--- src/rtl/bdgc_pkg.sv ---
// Shared types, constants and the click-count decoder for the button gesture classifier.
package bdgc_pkg;

  // Timestamp width; timestamps and elapsed times wrap at this width
  localparam int TIME_BITS = 32;
  localparam int CFG_BITS  = 16;
  localparam int CNT_BITS  = 8;
  localparam int ADDR_BITS = 4;
  localparam int DATA_BITS = 32;

  typedef logic [TIME_BITS-1:0] time_t;
  typedef logic [CFG_BITS-1:0]  cfg_t;
  typedef logic [CNT_BITS-1:0]  cnt_t;

  // Register reset values, in milliseconds
  localparam cfg_t DEBOUNCE_RST     = cfg_t'(30);
  localparam cfg_t CLICK_WINDOW_RST = cfg_t'(350);
  localparam cfg_t HOLD_CONFIRM_RST = cfg_t'(500);
  localparam cfg_t LONG_HOLD_RST    = cfg_t'(2000);

  localparam cnt_t CNT_MAX = {CNT_BITS{1'b1}};

  // Register index, taken from paddr[3:2]
  typedef enum logic [1:0] {
    REG_DEBOUNCE     = 2'd0,
    REG_CLICK_WINDOW = 2'd1,
    REG_HOLD_CONFIRM = 2'd2,
    REG_LONG_HOLD    = 2'd3
  } reg_idx_t;

  // Gesture codes
  typedef enum logic [3:0] {
    G_NONE   = 4'd0,
    G_SINGLE = 4'd1,
    G_DOUBLE = 4'd2,
    G_TRIPLE = 4'd3,
    G_FOUR   = 4'd4,
    G_SIX    = 4'd5,
    G_TEN    = 4'd6,
    G_LONG   = 4'd7,
    G_DPH    = 4'd8,
    G_UNCL   = 4'd9
  } gesture_t;

  // Map a finished click count to its gesture
  function automatic gesture_t classify(input cnt_t n);
    gesture_t g;
    case (n)
      cnt_t'(1):  g = G_SINGLE;
      cnt_t'(2):  g = G_DOUBLE;
      cnt_t'(3):  g = G_TRIPLE;
      cnt_t'(4):  g = G_FOUR;
      cnt_t'(6):  g = G_SIX;
      cnt_t'(10): g = G_TEN;
      default:    g = G_UNCL;
    endcase
    return g;
  endfunction

endpackage

--- src/rtl/button_debounce_gesture_classifier_unit.sv ---
// Top level: debounce, click counting, hold detection and gesture result register.
// A poll's gesture is registered into the result register at the edge that accepts the poll,
// and is shown on the output in the cycle after the accept.
// Throughput: one poll per cycle; the whole state update is one pass of compares and adds.
// A new poll is taken while the result register is empty or is being emptied.
// Reset (rst, synchronous): clears all gesture state, no result pending, registers to defaults.
module button_debounce_gesture_classifier_unit (
  input  logic                          clk,
  input  logic                          rst,
  // poll channel
  input  logic                          in_valid,
  output logic                          in_stall,
  input  logic                          pressed_raw,
  input  logic [bdgc_pkg::TIME_BITS-1:0] now_ms,
  // result channel
  output logic                          out_valid,
  input  logic                          out_stall,
  output logic [3:0]                    gesture,
  // configuration port
  input  logic                          psel,
  input  logic                          penable,
  input  logic                          pwrite,
  input  logic [bdgc_pkg::ADDR_BITS-1:0] paddr,
  input  logic [bdgc_pkg::DATA_BITS-1:0] pwdata,
  output logic [bdgc_pkg::DATA_BITS-1:0] prdata,
  output logic                          pready
);

  // Configuration registers
  bdgc_pkg::cfg_t debounce_time, click_window, hold_confirm_time, long_hold_time;

  // Gesture state
  logic            last_raw_level, last_raw_level_next;
  bdgc_pkg::time_t last_change_time, last_change_time_next;
  logic            stable_level, stable_level_next;
  bdgc_pkg::cnt_t  click_count, click_count_next;
  bdgc_pkg::time_t window_deadline, window_deadline_next;
  bdgc_pkg::time_t press_start_time, press_start_time_next;
  logic            hold_reported, hold_reported_next;

  // Result register
  bdgc_pkg::gesture_t result, result_next;

  logic            accept;
  logic            cfg_write;
  bdgc_pkg::reg_idx_t cfg_idx;
  bdgc_pkg::time_t since_change, held;

  assign pready    = 1'b1;
  assign cfg_write = psel && penable && pwrite && pready;
  assign cfg_idx   = bdgc_pkg::reg_idx_t'(paddr[3:2]);

  // Register write
  always_ff @(posedge clk) begin
    if (rst) begin
      debounce_time     <= bdgc_pkg::DEBOUNCE_RST;
      click_window      <= bdgc_pkg::CLICK_WINDOW_RST;
      hold_confirm_time <= bdgc_pkg::HOLD_CONFIRM_RST;
      long_hold_time    <= bdgc_pkg::LONG_HOLD_RST;
    end else if (cfg_write) begin
      unique case (cfg_idx)
        bdgc_pkg::REG_DEBOUNCE:     debounce_time     <= pwdata[bdgc_pkg::CFG_BITS-1:0];
        bdgc_pkg::REG_CLICK_WINDOW: click_window      <= pwdata[bdgc_pkg::CFG_BITS-1:0];
        bdgc_pkg::REG_HOLD_CONFIRM: hold_confirm_time <= pwdata[bdgc_pkg::CFG_BITS-1:0];
        bdgc_pkg::REG_LONG_HOLD:    long_hold_time    <= pwdata[bdgc_pkg::CFG_BITS-1:0];
        default:                    debounce_time     <= debounce_time;
      endcase
    end
  end

  // Register read
  always_comb begin
    unique case (cfg_idx)
      bdgc_pkg::REG_DEBOUNCE:     prdata = bdgc_pkg::DATA_BITS'(debounce_time);
      bdgc_pkg::REG_CLICK_WINDOW: prdata = bdgc_pkg::DATA_BITS'(click_window);
      bdgc_pkg::REG_HOLD_CONFIRM: prdata = bdgc_pkg::DATA_BITS'(hold_confirm_time);
      bdgc_pkg::REG_LONG_HOLD:    prdata = bdgc_pkg::DATA_BITS'(long_hold_time);
      default:                    prdata = '0;
    endcase
  end

  // Handshake: take a request whenever the result register is free or draining
  assign in_stall = out_valid && out_stall;
  assign accept   = in_valid && !in_stall;

  // One poll: debounce, edge handling, hold check, window expiry
  always_comb begin
    last_raw_level_next   = pressed_raw;
    last_change_time_next = (pressed_raw != last_raw_level) ? now_ms : last_change_time;
    stable_level_next     = stable_level;
    click_count_next      = click_count;
    window_deadline_next  = window_deadline;
    press_start_time_next = press_start_time;
    hold_reported_next    = hold_reported;
    result_next           = bdgc_pkg::G_NONE;

    since_change = now_ms - last_change_time_next;

    // debounced level change
    if (since_change >= bdgc_pkg::TIME_BITS'(debounce_time) &&
        stable_level != last_raw_level_next) begin
      stable_level_next = last_raw_level_next;
      if (last_raw_level_next) begin
        press_start_time_next = now_ms;
        hold_reported_next    = 1'b0;
      end else if (hold_reported) begin
        // release after a hold closes the sequence
        click_count_next     = '0;
        window_deadline_next = '0;
      end else begin
        if (click_count != bdgc_pkg::CNT_MAX) begin
          click_count_next = click_count + bdgc_pkg::cnt_t'(1);
        end
        window_deadline_next = now_ms + bdgc_pkg::TIME_BITS'(click_window);
      end
    end

    held = now_ms - press_start_time_next;

    // hold gesture, once per press
    if (stable_level_next && !hold_reported_next) begin
      if (click_count_next == '0) begin
        if (held >= bdgc_pkg::TIME_BITS'(long_hold_time)) begin
          hold_reported_next = 1'b1;
          result_next        = bdgc_pkg::G_LONG;
        end
      end else if (click_count_next == bdgc_pkg::cnt_t'(1)) begin
        if (held >= bdgc_pkg::TIME_BITS'(hold_confirm_time)) begin
          hold_reported_next = 1'b1;
          result_next        = bdgc_pkg::G_DPH;
        end
      end else begin
        if (held >= bdgc_pkg::TIME_BITS'(hold_confirm_time)) begin
          hold_reported_next = 1'b1;
          result_next        = bdgc_pkg::G_UNCL;
        end
      end
    end

    // click window expiry, only while released, so never in the same poll as a hold
    if (window_deadline_next != '0 && !stable_level_next && now_ms >= window_deadline_next) begin
      result_next          = bdgc_pkg::classify(click_count_next);
      click_count_next     = '0;
      window_deadline_next = '0;
    end
  end

  // State update on each accepted request
  always_ff @(posedge clk) begin
    if (rst) begin
      last_raw_level   <= 1'b0;
      last_change_time <= '0;
      stable_level     <= 1'b0;
      click_count      <= '0;
      window_deadline  <= '0;
      press_start_time <= '0;
      hold_reported    <= 1'b0;
    end else if (accept) begin
      last_raw_level   <= last_raw_level_next;
      last_change_time <= last_change_time_next;
      stable_level     <= stable_level_next;
      click_count      <= click_count_next;
      window_deadline  <= window_deadline_next;
      press_start_time <= press_start_time_next;
      hold_reported    <= hold_reported_next;
    end
  end

  // Result register
  always_ff @(posedge clk) begin
    if (rst) begin
      out_valid <= 1'b0;
    end else if (accept) begin
      out_valid <= 1'b1;
    end else if (!out_stall) begin
      out_valid <= 1'b0;
    end
  end

  always_ff @(posedge clk) begin
    if (accept) begin
      result <= result_next;
    end
  end

  assign gesture = result;

endmodule

--- config.mk ---
export PLATFORM = sky130hd
export DESIGN_NAME = button_debounce_gesture_classifier_unit
export DESIGN_NICKNAME = d
export VERILOG_FILES = /design/src/rtl/bdgc_pkg.sv /design/src/rtl/button_debounce_gesture_classifier_unit.sv
export SDC_FILE = /design/constraint.sdc
export NUM_CORES = 1
export LEC_CHECK = 0
export ABC_CLOCK_PERIOD_IN_PS = 11850
export BUFFER_PORTS_ARGS = -buffer_cell sky130_fd_sc_hd__buf_2
export CAP_MARGIN = 0
export CORE_AREA = 2 2 189 191
export CTS_BUF_LIST = sky130_fd_sc_hd__clkbuf_8
export DETAILED_ROUTE_END_ITERATION = 6
export DIE_AREA = 0 0 191 193
export GPL_TIMING_DRIVEN = 1
export SLEW_MARGIN = 5
export SYNTH_ARGS = -nofsm -noshare
export SYNTH_HDL_FRONTEND = slang
export SYNTH_SLANG_ARGS = --single-unit
--- constraint.sdc ---
create_clock -name clk -period 11.85 [get_ports clk]
set_input_delay 1.7775 -clock clk [delete_from_list [all_inputs] [get_ports clk]]
set_output_delay 1.7775 -clock clk [all_outputs]
set_load 0.05 [all_outputs]
After elaboration in Yosys (flattened, before gate mapping)
Index checks and enable logic that the tools add are counted. Widths: inputs -> output; s select.

Register bits after elaboration: 176. Bits of input ports: 76. Output and inout bits: 39. Word-level logic and storage cells: 82.

Add/subtract/negate cells: 4. Magnitude comparators: 4. Equal/unequal tests: 13. Muxes and demuxes: 30. Reduce and logical (&&, ||, !) cells: 18.

Operators with widths (number): $mux 32 (7); $pmux 32 s4 (1); $ge 32x16->1 (3); $sub 32x32->32 (2); $mux 8 (5); $add 32x16->32 (1); $ge 32x32->1 (1); $reduce_bool 32->1 (1); $mux 4 (6); $pmux 4 s6 (1); $eq 8x2->1 const B (2); $eq 8x3->1 const B (2); $mux 1 (9); $add 8x1->8 const B (1); $eq 8x1->1 const B (1); $eq 8x4->1 const B (1); $logic_and 1x1->1 (8); $logic_not 8->1 (1); $ne 8x8->1 const B (1); $reduce_and 2->1 (4); $eq 2x2->1 const B (2); $logic_not 1->1 (3); $mux 3 (1); $eq 2x1->1 const B (1); other kinds (3) (4).

Depth between registers and ports, before layout
Gate-level depths: netlist of run 1.

Depth after elaboration: 13. Mapped depth: 56. Gate-level depth less buffers: 51.

Worst setup path before layout of run 1
OpenSTA, ideal clock, no wires.

Path type: input port to flip-flop. Start: in pressed_raw. End: reg result[0], in the netlist gesture[0] (data pin). Library setup time: 265 ps. Data arrival time: 12064 ps. Data required time: 11585 ps. Setup slack: -480 ps. Stages: 46. Buffers on the path: 7. Cell sequence: buf_2 xor2_2 clkbuf_1 buf_1 buf_1 mux2i_1 ha_1 clkbuf_1 a21oi_1 o31ai_1 a2111oi_0 xnor2_1 ha_1 a221oi_1 o31ai_1 or4_1 nor4_1 and3_1 [10 not listed] a21o_1 a21o_1 a21o_1 a21oi_1 o21ai_0 maj3_1 a21boi_0 mux2_2 xnor2_1 ha_1 o21a_1 o211ai_1 o21ai_0 a2111oi_0 nand4_1 nand2_1 a31oi_1 or3_1.

Longest elaborated chain between the ends: 13. Elaborated cells between the ends (all ways): 39. Classes of those cells: add/sub: 2; order compare: 4; eq/ne: 8; mux: 17; reduce/logical: 8.

RTL lines: from (decl) (RTL line button_debounce_gesture_classifier_unit.sv:13) `input logic pressed_raw,`; $ne 1x1->1 (RTL line button_debounce_gesture_classifier_unit.sv:89) `last_change_time_next = (pressed_raw != last_raw_level) ? now_ms : last_change_time;`; $mux 32 (RTL line button_debounce_gesture_classifier_unit.sv:89); $sub 32x32->32 (RTL line button_debounce_gesture_classifier_unit.sv:97) `since_change = now_ms - last_change_time_next;`; $ge 32x16->1 (RTL line button_debounce_gesture_classifier_unit.sv:100) `if (since_change >= bdgc_pkg::TIME_BITS'(debounce_time) &&`; $logic_and 1x1->1 (RTL line button_debounce_gesture_classifier_unit.sv:100); $mux 32 (*) (RTL line button_debounce_gesture_classifier_unit.sv:100); via press_start_time_next[0] (RTL line button_debounce_gesture_classifier_unit.sv:38) `bdgc_pkg::time_t press_start_time, press_start_time_next;`; $sub 32x32->32 (*) (RTL line button_debounce_gesture_classifier_unit.sv:118) `held = now_ms - press_start_time_next;`; $ge 32x16->1 (RTL line button_debounce_gesture_classifier_unit.sv:133) `if (held >= bdgc_pkg::TIME_BITS'(hold_confirm_time)) begin`; $mux 4 (RTL line button_debounce_gesture_classifier_unit.sv:133); $mux 4 (RTL line button_debounce_gesture_classifier_unit.sv:127) `end else if (click_count_next == bdgc_pkg::cnt_t'(1)) begin`; $mux 4 (*) (RTL line button_debounce_gesture_classifier_unit.sv:122) `if (click_count_next == '0) begin`; $mux 4 (*) (RTL line button_debounce_gesture_classifier_unit.sv:121) `if (stable_level_next && !hold_reported_next) begin`; $mux 4 (*) (RTL line button_debounce_gesture_classifier_unit.sv:141) `if (window_deadline_next != '0 && !stable_level_next && now_ms >= window_deadline_next) begin`; via result_next[0] (RTL line button_debounce_gesture_classifier_unit.sv:42) `bdgc_pkg::gesture_t result, result_next;`; to (signal assigned) (RTL line button_debounce_gesture_classifier_unit.sv:182) `result <= result_next;`; to (decl) (RTL line button_debounce_gesture_classifier_unit.sv:42).

Mark *: on every way through the listed nets, which the timed path passes. The rest lies on a longest branch. A chain may end at the register's enable or synchronous reset.

Worst setup path in the final report of run 1
Same ends and word-level chain as after synthesis.

==> results.toml, run 1 <==
[outcome]
status = "finished, final reports clean"

[clocking]
clk_latency_ps = 530
htree_levels = 4
cts.hold.buffers_added = 0
clockRootBuffer = "clkbuf_8"
cts_tree = "yes"
ctsLongestPathBuffers = 2
cts-buffers-inserted = 17
cts.clk_slew.worst_paths_ps = 110
numClockSinks = 176

[route]
routed_wl_um = 50800
drc = 0
wl_per_cell_um = 19.2
dr.pass1.iters = 6
drt_iter0_drc = 1110
final_antenna_net_count = 0
viasPerCell = 5.84
vias = 15500

[timing]
fmax_ghz = 0.0897
setup_viol = 0
report.final.slew_viol_count = 0
finalClockSkew_ps = 22.2
fin_crit_ps = 11140
setup_ws_ps = 706
fin_crit_sh_pct = 94.0
finalHoldViolations = 0
tightest_slew_ps = 1250
fin_setup_tns_ps = 0
slew_headroom_pct = 16.6

[final_layout]
drive_above_1_share_pct = 12.7
fin_util_pct = 49.3
stdcell_area_um2 = 17200
areaGrowthSynthToFinish_pct = 11.6
final_cells = 2652
nNetsFinal = 2402
antennaDiodeCount = 0

[synthesis]
synth-main-ff-cell = "dfxtp_1"
synth_seq_cells = 176
netlist_instances = 2089
synth_edf_count = 4
synth_cell_type_count = 78
syn_area_per_cell_um2 = 7.40
mappedNetlistArea_um2 = 15500
yosysSeqAreaShare_pct = 23.1
async_reset_ff_share_pct = 0
ys_warn_count = 0

[floorplanning]
io_pins = 115
die_h_um = 193
start_util_pct = 44.2
dieWidth_um = 191
num_rows = 69
dieArea_um2 = 36900
coreArea_um2 = 35000

[global_route]
grt_pass1_vias = 14200
antenna_found_initial = 0
grt_usage_pct = 27.7
grt_overflow = 0
grt_max_degree = 111
grt_pass1_wl_um = 79300

[placement]
place.gp.congestion = 0.957
port_buffers = 79
dp_cells = 2618
place_area_um2 = 16700
place_ws_ps = -326
place_hpwl_um = 39200

[critical_path]
cp.required_ps = 12130
path_class = "primary input to flop"
critPathMaxStageDelay_ps = 510
critPathLaunchType = "primary input"
crit_arrival_ps = 11430
worst_path_most_repeated_cell = "a21o_1"
crit_fanout = 26
cp-end-kind = "flop"
critPathSlowestCell = "or4_4"

[power]
peakVddDrop_mv = 0.0799
p_leak_nw = 7.09
powerDensity_nw_per_um2 = 107

[hold_path]
hp-class = "flop to flop"

[job]
cap_violations = 0
[synth_stat cells, types with 11 or more instances]
library cell | number | share of area, %
a2111oi_0 | 12 | 0.68
a211o_1 | 15 | 0.85
a211oi_1 | 38 | 1.8
a21o_1 | 46 | 2.2
a21oi_1 | 223 | 7.2
a22oi_1 | 35 | 1.7
a31oi_1 | 17 | 0.69
and3_1 | 16 | 0.65
buf_1 | 11 | 0.27
buf_4 | 20 | 0.97
clkbuf_1 | 91 | 2.2
dfxtp_1 | 172 | 22
ha_1 | 146 | 12
inv_1 | 100 | 2.4
mux2i_1 | 52 | 3.4
mux4_2 | 16 | 2.3
nand2_1 | 306 | 7.4
nand2b_1 | 38 | 1.5
nand3_1 | 44 | 1.4
nand3b_1 | 16 | 0.78
nand4_1 | 31 | 1.3
nor2_1 | 194 | 4.7
nor2b_1 | 28 | 1.1
nor3_1 | 44 | 1.4
nor4_1 | 14 | 0.57
o211ai_1 | 12 | 0.58
o21a_1 | 18 | 0.87
o21ai_0 | 86 | 2.8
o21bai_1 | 17 | 0.83
o31ai_1 | 14 | 0.68
or3_1 | 11 | 0.45
xnor2_1 | 44 | 2.5
xor2_1 | 36 | 2.0
[layer usage]
metal	vias to the layer above	share of wire (%)	global-route usage [%]
li1	7658	-	-
met1	7358	46	36.5
met2	425	48	47.4
met3	57	4.7	3.06
met4	0	2.3	8.50
met5	-	0	0
[cell usage in the layout (no fill, tap or decap), types with 12 or more instances in the layout]
| cell type | synthesis | routed |
|---|---|---|
| a211o_1 | 15 | 15 |
| a211oi_1 | 38 | 38 |
| a21o_1 | 46 | 46 |
| a21oi_1 | 223 | 221 |
| a22oi_1 | 35 | 34 |
| a31oi_1 | 17 | 17 |
| and3_1 | 16 | 16 |
| buf_2 | 8 | 78 |
| buf_4 | 20 | 107 |
| clkbuf_8 | 0 | 17 |
| conb_1 | 2 | 17 |
| dfxtp_1 | 172 | 172 |
| ha_1 | 146 | 145 |
| inv_1 | 100 | 99 |
| mux2i_1 | 52 | 51 |
| mux4_2 | 16 | 16 |
| nand2_1 | 306 | 304 |
| nand2b_1 | 38 | 38 |
| nand3_1 | 44 | 44 |
| nand3b_1 | 16 | 16 |
| nand4_1 | 31 | 31 |
| nor2_1 | 194 | 192 |
| nor2b_1 | 28 | 28 |
| nor3_1 | 44 | 43 |
| nor4_1 | 14 | 14 |
| o211ai_1 | 12 | 12 |
| o21a_1 | 18 | 18 |
| o21ai_0 | 86 | 81 |
| o21bai_1 | 17 | 17 |
| o31ai_1 | 14 | 14 |
| xnor2_1 | 44 | 42 |
| xor2_1 | 36 | 35 |
[report_power, final]
part | total, W | switching [W] | leakage [nW] | internal, W
Combinational | 0.000794 | 0.000481 | 5.47 | 0.000314
Sequential | 0.000630 | 0.0000150 | 1.44 | 0.000615
Clock | 0.000428 | 0.000273 | 0.189 | 0.000155
[final cells by class]
type                       instances  area, um^2
clock buffer                      17         234
inverter                         100         375
sequential                       176        3560
fill                            3543       17700
multi-input combinational       1697       11100
timing repair buffer             186        1200
tap                              461         577
clock inverter                    15         140
[logic make-up (layout without fill, tap and decap cells)]
logic type	Yosys count	in the layout	synth area share, %
other	2	17	0.0486
AO/OA/AOI/OAI	600	600	24.8
adder cells (fa/ha/maj)	151	151	12.3
AND/OR/NAND/NOR	778	778	23.1
buffers and inverters	231	318	6.21
flip-flops	176	176	23.1
XOR/XNOR	81	81	4.64
multiplexers	70	70	5.85
[metrics by stage]
| stage | hold slack (ps) | power, W |
|---|---|---|
| 2_1_floorplan | 432 | 0.00117 |
| 3_3_place_gp | 440 | 0.00140 |
| 3_5_place_dp | 446 | 0.00141 |
| 4_1_cts | 461 | 0.00184 |
| 5_1_grt | 474 | 0.00197 |
| 6_report | 458 | 0.00185 |
[flip-flops by register name (all words and copies together) (netlist names), 4 cells and up]
register	count
last_change_time	32
gesture	4
hold_confirm_time	16
click_count	8
window_deadline	32
press_start_time	32
debounce_time	16
long_hold_time	16
click_window	16
[worst paths after layout]
kind	start	to	slack [ps]	cells past startpoint
worst min-delay path	window_deadline[28]	window_deadline[28]	460	2
worst max-delay path	pressed_raw	gesture[0]	710	46
worst min register to register	window_deadline[28]	window_deadline[28]	460	2
worst max register to register	last_raw_level	gesture[0]	1590	45
[worst max-delay path: cells and delay by family]
| kind | cells | cell delay, ps |
|---|---|---|
| XOR/XNOR | 3 | 530 |
| AND/OR/NAND/NOR | 11 | 2730 |
| buffers and inverters | 6 | 1100 |
| AO/OA/AOI/OAI | 20 | 3480 |
| multiplexers | 1 | 210 |
| adder cells (fa/ha/maj) | 5 | 1570 |
[what timing repair did]
| action | in CTS | in global routing |
|---|---|---|
| gates resized for setup | 0 | 30 |
| setup endpoints to repair | 0 | 5 |
| buffers inserted | 0 | 2 |
Note: power is estimated with default switching activity, not from simulation.
==> run 2: changes to the inputs <==
- CAP_MARGIN: 0 -> unset
- CORE_AREA: 2 2 189 191 -> 2 2 230 232
- DIE_AREA: 0 0 191 193 -> 0 0 232 234
==> run 2 against run 1 <==
Against the previous run:
- sequential power about the same
- maximum frequency down 0.92%
- worst setup slack worse by 100 ps
- clock-buffer cell count is the same
- final cell count grew 8.7%
- global-route usage decreased by 8.4 points
==> results.toml, run 2 (synthesis results as in run 1) <==
[global_route]
antenna_found_initial = 2
grt_usage_pct = 19.3
grt_max_degree = 105
grt_pass1_vias = 14700
grt_pass1_wl_um = 82300
grt_overflow = 0

[critical_path]
r2r_slack_ps = 1420
critPathLaunchType = "primary input"
r2r_cells = 47
worst_path_most_repeated_cell = "a21o_1"
crit_family = "compound AO/OA/AOI/OAI gates"
r2r_start = "last_raw_level"
crit_fanout = 4
critPathSlowestCell = "or4_4"
critPathMaxStageDelay_ps = 510
critPathBufInv = 6
cp.required_ps = 12110
crit_arrival_ps = 11510
critPathLaunch = "pressed_raw"
path_class = "primary input to flop"
rr_endpoint = "gesture[0]"
cp-end-kind = "flop"

[route]
vias = 15500
viasPerCell = 5.37
drt_iter0_drc = 1383
wl_per_cell_um = 18.2
routed_wl_um = 52600
dr.pass1.iters = 6
final_antenna_net_count = 0
drc = 0

[clocking]
ctsLongestPathBuffers = 2
cts_setup_buffers = 0
cts-buffers-inserted = 17
clk_latency_ps = 530
clockRootBuffer = "clkbuf_8"
cts_tree = "yes"
cts.hold.buffers_added = 0
numClockSinks = 176
htree_levels = 4
cts.clk_slew.worst_paths_ps = 90

[floorplanning]
dieWidth_um = 232
io_pins = 115
dieArea_um2 = 54300
start_util_pct = 29.7
die_h_um = 234
coreArea_um2 = 52000
num_rows = 84

[hold_path]
hp-start = "last_change_time[15]"
hold_end = "last_change_time[15]"
whs_path_depth = 2
hp-class = "flop to flop"

[placement]
place_hpwl_um = 40900
place_ws_ps = -787
place.gp.congestion = 0.926
dp_cells = 2850
port_buffers = 79

[final_layout]
drive_above_1_share_pct = 12.6
antennaDiodeCount = 0
most-common-layout-cells = "nand2_1, a21oi_1, nor2_1, dfxtp_1, ha_1"
final_cells = 2882
nNetsFinal = 2405
regArea_um2 = 3560
largestRegisters = "last_change_time x32, press_start_time x32, window_deadline x32"
n_fill_cell = 5495
layout_commonest_cell = "nand2_1"
multi_input_area_um2 = 11100
areaGrowthSynthToFinish_pct = 13.6

[timing]
tightest_slew_ps = 891
fmax_ghz = 0.0889
setup_viol = 0
setup_ws_ps = 602
fin_crit_ps = 11250
finalHoldViolations = 0
fin_crit_sh_pct = 94.9
finalClockSkew_ps = 25.3
slew_headroom_pct = 40.2
report.final.slew_viol_count = 0

[outcome]
status = "finished, final reports clean"

[job]
cap_violations = 0

[power]
powerDensity_nw_per_um2 = 107
peakVddDrop_mv = 0.0927
p_total_w = 0.00188
p_leak_nw = 7.11
-- run 2: cell count changes in the layout (fill, tap and decap cells not counted), moves of 2 or more --
cell	before	now
buf_4	107	110
inv_8	4	1
bufinv_16	0	2
clkinv_2	1	3
xnor2_2	2	0
-- run 2: timing repair --
item	4_1_cts	5_1_grt
gates cloned	0	0
setup endpoints to repair	5	5
resized for setup	8	17
pin swaps	0	6
-- run 2: worst max-delay path by stage --
stage | to | depth (start not counted)
3_3_place_gp | gesture[0] | 49
5_1_grt | gesture[0] | 49
2_1_floorplan | gesture[0] | 46
6_report | gesture[0] | 48
3_5_place_dp | gesture[0] | 48
4_1_cts | gesture[0] | 47
-- run 2: layer usage --
metal	track usage, %	vias up	wire, um
li1	-	7643	-
met1	25.9	7340	24400
met2	32.0	431	24200
met3	2.98	60	2830
met4	5.51	4	1170
met5	0	-	27
-- run 2: layout make-up --
type                            count  share of cell area (%)
Multi-Input combinational cell   1697                    63.4
Sequential cell                   176                    20.3
Timing Repair Buffer              189                    6.99
Tap cell                          688                    4.90
Inverter                          100                    2.14
Clock buffer                       17                    1.33
Clock inverter                     15                   0.898
-- run 2: where the power goes --
part	switching, W	total (W)	leakage [nW]	internal, W
Sequential	0.0000169	0.000632	1.44	0.000615
Clock	0.000257	0.000447	0.200	0.000190
Combinational	0.000489	0.000806	5.47	0.000318
-- run 2: tightest hold or removal path, cell delays in order (launching register included) --
cell	delay, ps
dfxtp_1	320
nand2_1	50
a21oi_1	50
-- run 2: per-stage QoR --
step	hold slack, ps	instance area [um^2]	util (%)	setup TNS, ps
floorplan	432	15500	-	0
global placement	441	17100	32.8	-2360
detailed placement	449	17100	32.8	-3370
CTS	463	17500	33.6	0
global route	482	17600	33.8	-26.9
finish	460	17600	33.8	0
